$ cat config.mk
export PLATFORM = sky130hd
export DESIGN_NAME = palette_rle_texture_decoder
export DESIGN_NICKNAME = d
export VERILOG_FILES = /design/src/sv/prtd_pkg.sv /design/src/sv/palette_rle_texture_decoder.sv /design/src/sv/prtd_ram.sv /design/src/sv/prtd_front.sv /design/src/sv/prtd_back.sv
export SDC_FILE = /design/constraint.sdc
export NUM_CORES = 2
export LEC_CHECK = 0
export BUFFER_PORTS_ARGS = -buffer_cell sky130_fd_sc_hd__buf_4
export CAP_MARGIN = 20
export CORE_MARGIN = 2
export CORE_UTILIZATION = 65
export DETAILED_ROUTE_END_ITERATION = 12
export PLACE_DENSITY_LB_ADDON = 0.1
export SYNTH_ARGS = -nofsm -noshare
export SYNTH_HDL_FRONTEND = slang
export SYNTH_SLANG_ARGS = --single-unit
export TNS_END_PERCENT = 100
$ cat constraint.sdc
create_clock -name clk -period 14.1 [get_ports clk]
set_input_delay 0.705 -clock clk [delete_from_list [all_inputs] [get_ports clk]]
set_output_delay 0.705 -clock clk [all_outputs]
set_load 0.02 [all_outputs]
$ cat src/sv/prtd_pkg.sv
// prtd_pkg: shared types and constants for the palette run-length texture decoder
// no dependencies; imported by every module of the block but prtd_ram

package prtd_pkg;

	localparam int PALETTE_DEPTH_DEF = 128;
	localparam int PIXEL_W           = 21;
	localparam int RUN_W             = 8;
	localparam int COLOR_W           = 32;
	localparam int CFG_INDEX_W       = 1;

	// input item modes
	localparam logic MODE_PALETTE = 1'b0;
	localparam logic MODE_CODE    = 1'b1;

	// configuration register indexes
	localparam logic [CFG_INDEX_W-1:0] REG_IMAGE_PIXELS = 1'b0;
	localparam logic [CFG_INDEX_W-1:0] REG_OPAQUE_ALPHA = 1'b1;

	typedef struct packed {
		logic              mode;
		logic [6:0]        palette_slot;
		logic [31:0]       palette_color;
		logic signed [7:0] code_byte;
	} in_item_t;

	typedef struct packed {
		logic [7:0]       red;
		logic [7:0]       green;
		logic [7:0]       blue;
		logic [7:0]       alpha;
		logic [RUN_W-1:0] run_length;
		logic             image_done;
	} out_item_t;

	// control carried with a code byte from the front stage to the back stage
	typedef struct packed {
		logic [RUN_W-1:0] run;
		logic             index_ok;
	} front_ctl_t;

endpackage

$ cat src/sv/palette_rle_texture_decoder.sv
// palette_rle_texture_decoder: top level, configuration registers, palette RAM, stages
// depends on prtd_pkg, prtd_ram, prtd_front, prtd_back
//
// channel   signals                                  transaction moves
// item      item_valid / item_ready / item           palette write or one code byte
// pixel     pixel_valid / pixel_ready / pixel        one rgba run
// cfg       cfg_valid / cfg_ready / cfg_index, data  one register write
//
// one item per cycle unless the pixel channel stalls; a code byte's run passes through stage one,
// with the registered palette read, and then the result register
// reset clears the armed run, the pixel count and both valid flags; the palette is
// left as it is and must be written before use
// a stalled pixel channel holds the result register, then stage one, then item_ready

module palette_rle_texture_decoder #(
	parameter int PALETTE_DEPTH = prtd_pkg::PALETTE_DEPTH_DEF
) (
	input  logic                             clk,
	input  logic                             arst_n,
	input  logic                             item_valid,
	output logic                             item_ready,
	input  prtd_pkg::in_item_t               item,
	output logic                             pixel_valid,
	input  logic                             pixel_ready,
	output prtd_pkg::out_item_t              pixel,
	input  logic                             cfg_valid,
	output logic                             cfg_ready,
	input  logic [prtd_pkg::CFG_INDEX_W-1:0] cfg_index,
	input  logic [prtd_pkg::PIXEL_W-1:0]     cfg_data
);

	import prtd_pkg::*;

	localparam int AW = $clog2(PALETTE_DEPTH);

	logic [PIXEL_W-1:0] image_pixels_q;
	logic               opaque_alpha_q;

	// palette ram ports
	logic               wr_en;
	logic [AW-1:0]      wr_addr;
	logic [COLOR_W-1:0] wr_data;
	logic               rd_en;
	logic [AW-1:0]      rd_addr;
	logic [COLOR_W-1:0] rd_data;

	// stage one between front and back
	logic               valid_s1;
	front_ctl_t         ctl_s1;
	logic               take;

	// configuration is always taken
	assign cfg_ready = 1'b1;

	always_ff @(posedge clk or negedge arst_n) begin
		if (!arst_n) begin
			image_pixels_q <= PIXEL_W'(1);
			opaque_alpha_q <= 1'b0;
		end else if (cfg_valid && cfg_ready) begin
			unique case (cfg_index)
				REG_IMAGE_PIXELS: image_pixels_q <= cfg_data;
				REG_OPAQUE_ALPHA: opaque_alpha_q <= cfg_data[0];
				default: ;
			endcase
		end
	end

	// palette writes and reads are both issued at the item transaction, so a
	// code byte always sees every palette write accepted before it
	prtd_front #(
		.PALETTE_DEPTH(PALETTE_DEPTH)
	) u_front (
		.clk       (clk),
		.arst_n    (arst_n),
		.item_valid(item_valid),
		.item_ready(item_ready),
		.item      (item),
		.take      (take),
		.wr_en     (wr_en),
		.wr_addr   (wr_addr),
		.wr_data   (wr_data),
		.rd_en     (rd_en),
		.rd_addr   (rd_addr),
		.valid_s1  (valid_s1),
		.ctl_s1    (ctl_s1)
	);

	// read data holds while stage one is stalled, as no read is issued then
	prtd_ram #(
		.WIDTH(COLOR_W),
		.DEPTH(PALETTE_DEPTH)
	) u_palette (
		.clk    (clk),
		.wr_en  (wr_en),
		.wr_addr(wr_addr),
		.wr_data(wr_data),
		.rd_en  (rd_en),
		.rd_addr(rd_addr),
		.rd_data(rd_data)
	);

	prtd_back u_back (
		.clk         (clk),
		.arst_n      (arst_n),
		.valid_s1    (valid_s1),
		.ctl_s1      (ctl_s1),
		.rd_data     (rd_data),
		.image_pixels(image_pixels_q),
		.opaque_alpha(opaque_alpha_q),
		.take        (take),
		.pixel_valid (pixel_valid),
		.pixel_ready (pixel_ready),
		.pixel       (pixel)
	);

	// input only backs up when both stages are full and the output is stalled
	a_ready_only_when_full: assert property (@(posedge clk) disable iff (!arst_n)
		!item_ready |-> (valid_s1 && pixel_valid && !pixel_ready))
		else $error("item_ready low without a full, stalled pipeline");

	// a run never leaves with zero pixels or more than an armed run allows
	a_run_range: assert property (@(posedge clk) disable iff (!arst_n)
		pixel_valid |-> (pixel.run_length != 8'd0 && pixel.run_length <= 8'd129))
		else $error("run length out of range");

	// a run loaded while opaque mode is set carries full alpha
	a_opaque_alpha: assert property (@(posedge clk) disable iff (!arst_n)
		(valid_s1 && take && opaque_alpha_q) |=> (pixel.alpha == 8'hff))
		else $error("alpha not forced in opaque mode");

endmodule

$ cat src/sv/prtd_ram.sv
// prtd_ram: generic single-write, single-read RAM with registered read data
// no dependencies

module prtd_ram #(
	parameter int WIDTH = 32,
	parameter int DEPTH = 128
) (
	input  logic                     clk,
	input  logic                     wr_en,
	input  logic [$clog2(DEPTH)-1:0] wr_addr,
	input  logic [WIDTH-1:0]         wr_data,
	input  logic                     rd_en,
	input  logic [$clog2(DEPTH)-1:0] rd_addr,
	output logic [WIDTH-1:0]         rd_data
);

	logic [WIDTH-1:0] mem_q [DEPTH];

	always_ff @(posedge clk) begin
		if (wr_en) begin
			mem_q[wr_addr] <= wr_data;
		end
		if (rd_en) begin
			rd_data <= mem_q[rd_addr];
		end
	end

endmodule

$ cat src/sv/prtd_front.sv
// prtd_front: input stage, palette write scaling, run arming and palette read issue
// depends on prtd_pkg

module prtd_front #(
	parameter int PALETTE_DEPTH = prtd_pkg::PALETTE_DEPTH_DEF
) (
	input  logic                             clk,
	input  logic                             arst_n,
	input  logic                             item_valid,
	output logic                             item_ready,
	input  prtd_pkg::in_item_t               item,
	input  logic                             take,
	output logic                             wr_en,
	output logic [$clog2(PALETTE_DEPTH)-1:0] wr_addr,
	output logic [prtd_pkg::COLOR_W-1:0]     wr_data,
	output logic                             rd_en,
	output logic [$clog2(PALETTE_DEPTH)-1:0] rd_addr,
	output logic                             valid_s1,
	output prtd_pkg::front_ctl_t             ctl_s1
);

	import prtd_pkg::*;

	localparam int         AW      = $clog2(PALETTE_DEPTH);
	localparam logic [7:0] DEPTH_B = 8'(PALETTE_DEPTH);

	logic             armed_q;
	logic [RUN_W-1:0] armed_run_q;
	logic             accept;
	logic             is_code;
	logic             arm;
	logic             emit;
	logic [7:0]       byte_u;

	// rgb channel c becomes (c * 255) >> 8, which is c - 1 for any non-zero c
	function automatic logic [7:0] scale_channel(input logic [7:0] c);
		return (c == 8'd0) ? 8'd0 : c - 8'd1;
	endfunction

	assign byte_u     = $unsigned(item.code_byte);
	assign item_ready = !valid_s1 || take;
	assign accept     = item_valid && item_ready;
	assign is_code    = (item.mode == MODE_CODE);
	assign arm        = is_code && !armed_q && byte_u[7];
	assign emit       = is_code && !arm;

	assign wr_en   = accept && (item.mode == MODE_PALETTE) && ({1'b0, item.palette_slot} < DEPTH_B);
	assign wr_addr = item.palette_slot[AW-1:0];
	assign wr_data = {item.palette_color[31:24],
	                  scale_channel(item.palette_color[23:16]),
	                  scale_channel(item.palette_color[15:8]),
	                  scale_channel(item.palette_color[7:0])};

	assign rd_en   = accept && emit;
	assign rd_addr = byte_u[AW-1:0];

	always_ff @(posedge clk or negedge arst_n) begin
		if (!arst_n) begin
			armed_q     <= 1'b0;
			armed_run_q <= '0;
			valid_s1    <= 1'b0;
		end else begin
			if (accept && is_code) begin
				if (arm) begin
					armed_q     <= 1'b1;
					armed_run_q <= 8'(8'd0 - byte_u);
				end else begin
					armed_q     <= 1'b0;
					armed_run_q <= '0;
				end
			end
			if (accept) begin
				valid_s1 <= emit;
			end else if (take) begin
				valid_s1 <= 1'b0;
			end
		end
	end

	// payload of stage one, no reset needed
	always_ff @(posedge clk) begin
		if (accept && emit) begin
			ctl_s1.run      <= armed_q ? armed_run_q + 8'd1 : 8'd1;
			ctl_s1.index_ok <= (byte_u < DEPTH_B);
		end
	end

endmodule

$ cat src/sv/prtd_back.sv
// prtd_back: run clamping against the image end, pixel count and result register
// depends on prtd_pkg

module prtd_back (
	input  logic                         clk,
	input  logic                         arst_n,
	input  logic                         valid_s1,
	input  prtd_pkg::front_ctl_t         ctl_s1,
	input  logic [prtd_pkg::COLOR_W-1:0] rd_data,
	input  logic [prtd_pkg::PIXEL_W-1:0] image_pixels,
	input  logic                         opaque_alpha,
	output logic                         take,
	output logic                         pixel_valid,
	input  logic                         pixel_ready,
	output prtd_pkg::out_item_t          pixel
);

	import prtd_pkg::*;

	logic [PIXEL_W-1:0] pixels_emitted_q;
	logic [PIXEL_W-1:0] size;
	logic [PIXEL_W-1:0] left;
	logic [PIXEL_W-1:0] run_w;
	logic [COLOR_W-1:0] color;
	logic               done;
	logic               load;

	assign take  = !pixel_valid || pixel_ready;
	assign load  = valid_s1 && take;
	assign color = ctl_s1.index_ok ? rd_data : '0;
	assign size  = (image_pixels == '0) ? PIXEL_W'(1) : image_pixels;
	assign left  = (pixels_emitted_q < size) ? size - pixels_emitted_q : PIXEL_W'(1);
	assign run_w = PIXEL_W'(ctl_s1.run);
	assign done  = (run_w >= left);

	always_ff @(posedge clk or negedge arst_n) begin
		if (!arst_n) begin
			pixel_valid      <= 1'b0;
			pixels_emitted_q <= '0;
		end else begin
			if (take) begin
				pixel_valid <= valid_s1;
			end
			if (load) begin
				pixels_emitted_q <= done ? '0 : pixels_emitted_q + run_w;
			end
		end
	end

	always_ff @(posedge clk) begin
		if (load) begin
			pixel.red        <= color[23:16];
			pixel.green      <= color[15:8];
			pixel.blue       <= color[7:0];
			pixel.alpha      <= opaque_alpha ? 8'hff : color[31:24];
			pixel.run_length <= done ? left[RUN_W-1:0] : ctl_s1.run;
			pixel.image_done <= done;
		end
	end

endmodule

==> metrics.csv <==
stage,metric,value,unit
floorplanning,core_region_area,251000,um^2
placed_design,io_buffers,117,
placed_design,dp.cells,10200,
cts,cts_tree,built,
sta,tightest_slew,1.22,ns
route,via_per_inst,7.23,
route,wl,430000,um
cts,cts_buffer_depth,4,
logic_synthesis,synth-edff-count,4178,
cells_and_area,layout_common_cells,"edfxtp_1 (4178), mux4_2 (1270), clkbuf_16 (429)",
logic_synthesis,ys_types,69,
run,drv_cap,0,
critical_path,r2r_cells,21,
logic_synthesis,synth-xor-area-share,0.00257,
cts,cts_buffers,421,
placed_design,gp_congestion,0.857,
cts,cts_resized,0,
logic_synthesis,syn-num-nets,6999,
logic_synthesis,ys.warnings.count,0,
cells_and_area,drive_gt1_frac,0.319,
logic_synthesis,synth_top_area_frac,0.767,
logic_synthesis,yosys-top-cells-area,"edfxtp_1 (77%), mux4_2 (17%), dfrtp_1 (0.81%)",
floorplanning,start_util,0.652,
logic_synthesis,synthAdderAreaFrac,0.00353,
floorplanning,die_w,506,um
sta,fin_crit_sh,0.381,
cts,cts_setup_buffers,0,
placed_design,dpl.hpwl,216000,um
sta,fmax,0.186,GHz
global_routing,grt_pass1_vias,79500,
power_and_ir_drop,p_total,27.0,mW
logic_synthesis,async_flop_share,0.0128,
cells_and_area,nets,7437,
cells_and_area,syn2layout_area_growth,12.6,%
sta,fin_skew,0.0613,ns
power_and_ir_drop,peakVddDrop,0.129,mV
logic_synthesis,synth_area_per_cell,23.8,um^2
critical_path,end_kind,flop,
sta,tns,0,ns
logic_synthesis,synth-simple-area-share,0.0125,
min_path,hold_class,in -> reg,
floorplanning,ios,119,
logic_synthesis,synth.area.mux_share,0.183,
critical_path,critPathKind,reg -> reg,
route,vias,79600,
cells_and_area,fin_cells,11000,
logic_synthesis,synth.yosys.seq_area_share,0.775,
cts,clock_latency,1.00,ns
power_and_ir_drop,power_density,147,nW/um^2
global_routing,grt_pass1_wl,603000,um
route,wl_per_cell,39.0,um
critical_path,required,14.98,ns
logic_synthesis,synth_compound_area_frac,0.0113,
cts,cts-root-buf,clkbuf_16,
logic_synthesis,synth_top_family_by_area,multiplexers,
sta,min_period,5.37,ns
power_and_ir_drop,leakage,57.5,nW
sta,final-hold-violation-count,0,
logic_synthesis,synth_area_leader_cell,edfxtp_1,
floorplanning,fp-row-count,184,
cts,cts_num_sinks,4232,
critical_path,cp.arrival,6.25,ns
cts,hold_buffers,24,
route,drtPass1Iterations,6,
route,antenna_left,0,
sta,holdWs,0.0823,ns
cts,htreeDepth,5,
run_status,outcome,finished clean,
sta,slew_viol_final,0,
critical_path,startpoint_type,flop,
route,drcViolationCount,0,
global_routing,grt_max_degree,135,
floorplanning,die_area,256000,um^2
logic_synthesis,netlist_instances,6879,
global_routing,overflow,0,
cts,clk_pin_slew,0.06,ns
sta,rsz0062_at_grt,false,
cells_and_area,final_common_cell,edfxtp_1,
cells_and_area,post-route-util,0.735,
global_routing,antenna_found_initial,26,
global_routing,grt_usage,0.341,
critical_path,critPathMaxFanout,19,
logic_synthesis,synthesis.area,164000,um^2
floorplanning,die_h,506,um
logic_synthesis,synth_seq_cells,4232,
sta,slew_headroom,0.189,
min_path,min_delay_path_depth,3,
route,drtIter0Drc,13000,
logic_synthesis,yosys_most_used_dff,edfxtp_1,
sta,setup_viol,0,
==> per-stage QoR <==
step	instance area [um^2]	setup WS (ns)
3_3_place_gp	170000	8.02
4_1_cts	184000	8.82
3_5_place_dp	170000	8.06
6_report	184000	8.73
2_1_floorplan	164000	6.78
5_1_grt	184000	8.41
==> sequential cells by signal (all words and copies together) (netlist names) <==
register	count
u_front.armed_q	1
opaque_alpha_q	1
u_palette.mem_q	4096
u_front.valid_s1	1
u_back.pixel_valid	1
u_back.pixel	41
image_pixels_q	21
u_front.armed_run_q	8
u_front.ctl_s1	9
u_back.pixels_emitted_q	21
u_palette.rd_data	32
==> path summary, 6_finish.rpt <==
| kind | startpoint | endpoint | slack [ns] |
|---|---|---|---|
| max in group asynchronous | arst_n | u_back.pixels_emitted_q[1]$_DFFE_PN0P_ | 13.29 |
| hold reg to reg | u_front.valid_s1$_DFFE_PN0P_ | u_back.pixel_valid$_DFFE_PN0P_ | 0.50 |
| setup reg to reg | image_pixels_q[17]$_DFFE_PN0P_ | u_back.pixels_emitted_q[15]$_DFFE_PN0P_ | 8.73 |
| setup / recovery | image_pixels_q[17]$_DFFE_PN0P_ | u_back.pixels_emitted_q[15]$_DFFE_PN0P_ | 8.73 |
| min in group asynchronous | arst_n | image_pixels_q[15]$_DFFE_PN0P_ | 0.32 |
| hold / removal | cfg_valid | opaque_alpha_q$_DFFE_PN0P_ | 0.08 |
==> power breakdown <==
group	switching [mW]	internal (mW)
Combinational	1.16	0.683
Clock	4.59	6.53
Sequential	0.0482	14.0
==> Yosys cell counts, drive strengths merged (2+ instances only) <==
cell type and count:
nand2 101, a2111oi 4, o221ai 26, mux2i 85, o211ai 9, o21ai 51, nor4 9, nor2 185
o31ai 19, nand4 9, a211oi 8, edfxtp 4178, a32oi 2, o21a 2, a21oi 95, a32o 2
ha 43, a22o 5, and2 34, clkbuf 181, o22ai 19, inv 46, a31oi 6, a221oi 6
mux4 1270, mux2 48, xor2 19, and3 7, o21bai 2, or2 3, nand2b 11, nor3 17
or4b 3, xnor2 29, or3 7, a311oi 2, a21o 19, fa 2, nand3 37, nor3b 4
nor2b 15, buf 189, dfrtp 53
==> cell type report <==
cell class	instances	area (um^2)
repair buffers	385	3230
fillers	13400	66500
diodes	22	55.1
well taps	3348	4190
multi-input cells	2230	36100
clock buffers	518	11100
inverters	47	179
clock inverters	235	2520
flip-flops and latches	4232	127000
==> worst max-delay path, cell delays in order (launching register included) <==
cell and delay [ns]:
dfrtp_1 0.40, nor4_1 0.52, and3_1 0.29, a31oi_1 0.10
ha_1 0.20, nand2b_1 0.16, a21oi_1 0.27, o211ai_1 0.18
a31o_2 0.28, o21ai_0 0.20, buf_4 0.23, nand2_1 0.07
ha_1 0.27, nand2b_1 0.14, a21o_1 0.18, a21o_1 0.18
a211oi_1 0.22, o21bai_1 0.10, a31oi_1 0.43, a21o_1 0.36
inv_4 0.18, a221oi_1 0.28
==> cells by family after synthesis <==
group | after synthesis
buffers and inverters | 417
AND/OR/NAND/NOR | 446
adder cells (fa/ha/maj) | 45
AO/OA/AOI/OAI | 287
XOR/XNOR | 48
multiplexers | 1403
other | 1
flip-flops | 4232
==> layer usage <==
layer / vias up / part of all wire / track usage / wire (um)
met5: - / 0.00022 / 0 / 95
met4: 14 / 0.049 / 0.148 / 21000
met3: 965 / 0.11 / 0.0671 / 48100
met2: 5794 / 0.49 / 0.532 / 209000
met1: 42500 / 0.35 / 0.481 / 152000
li1: 30400 / - / - / -
No activity file was read; power rests on OpenSTA's default activity.
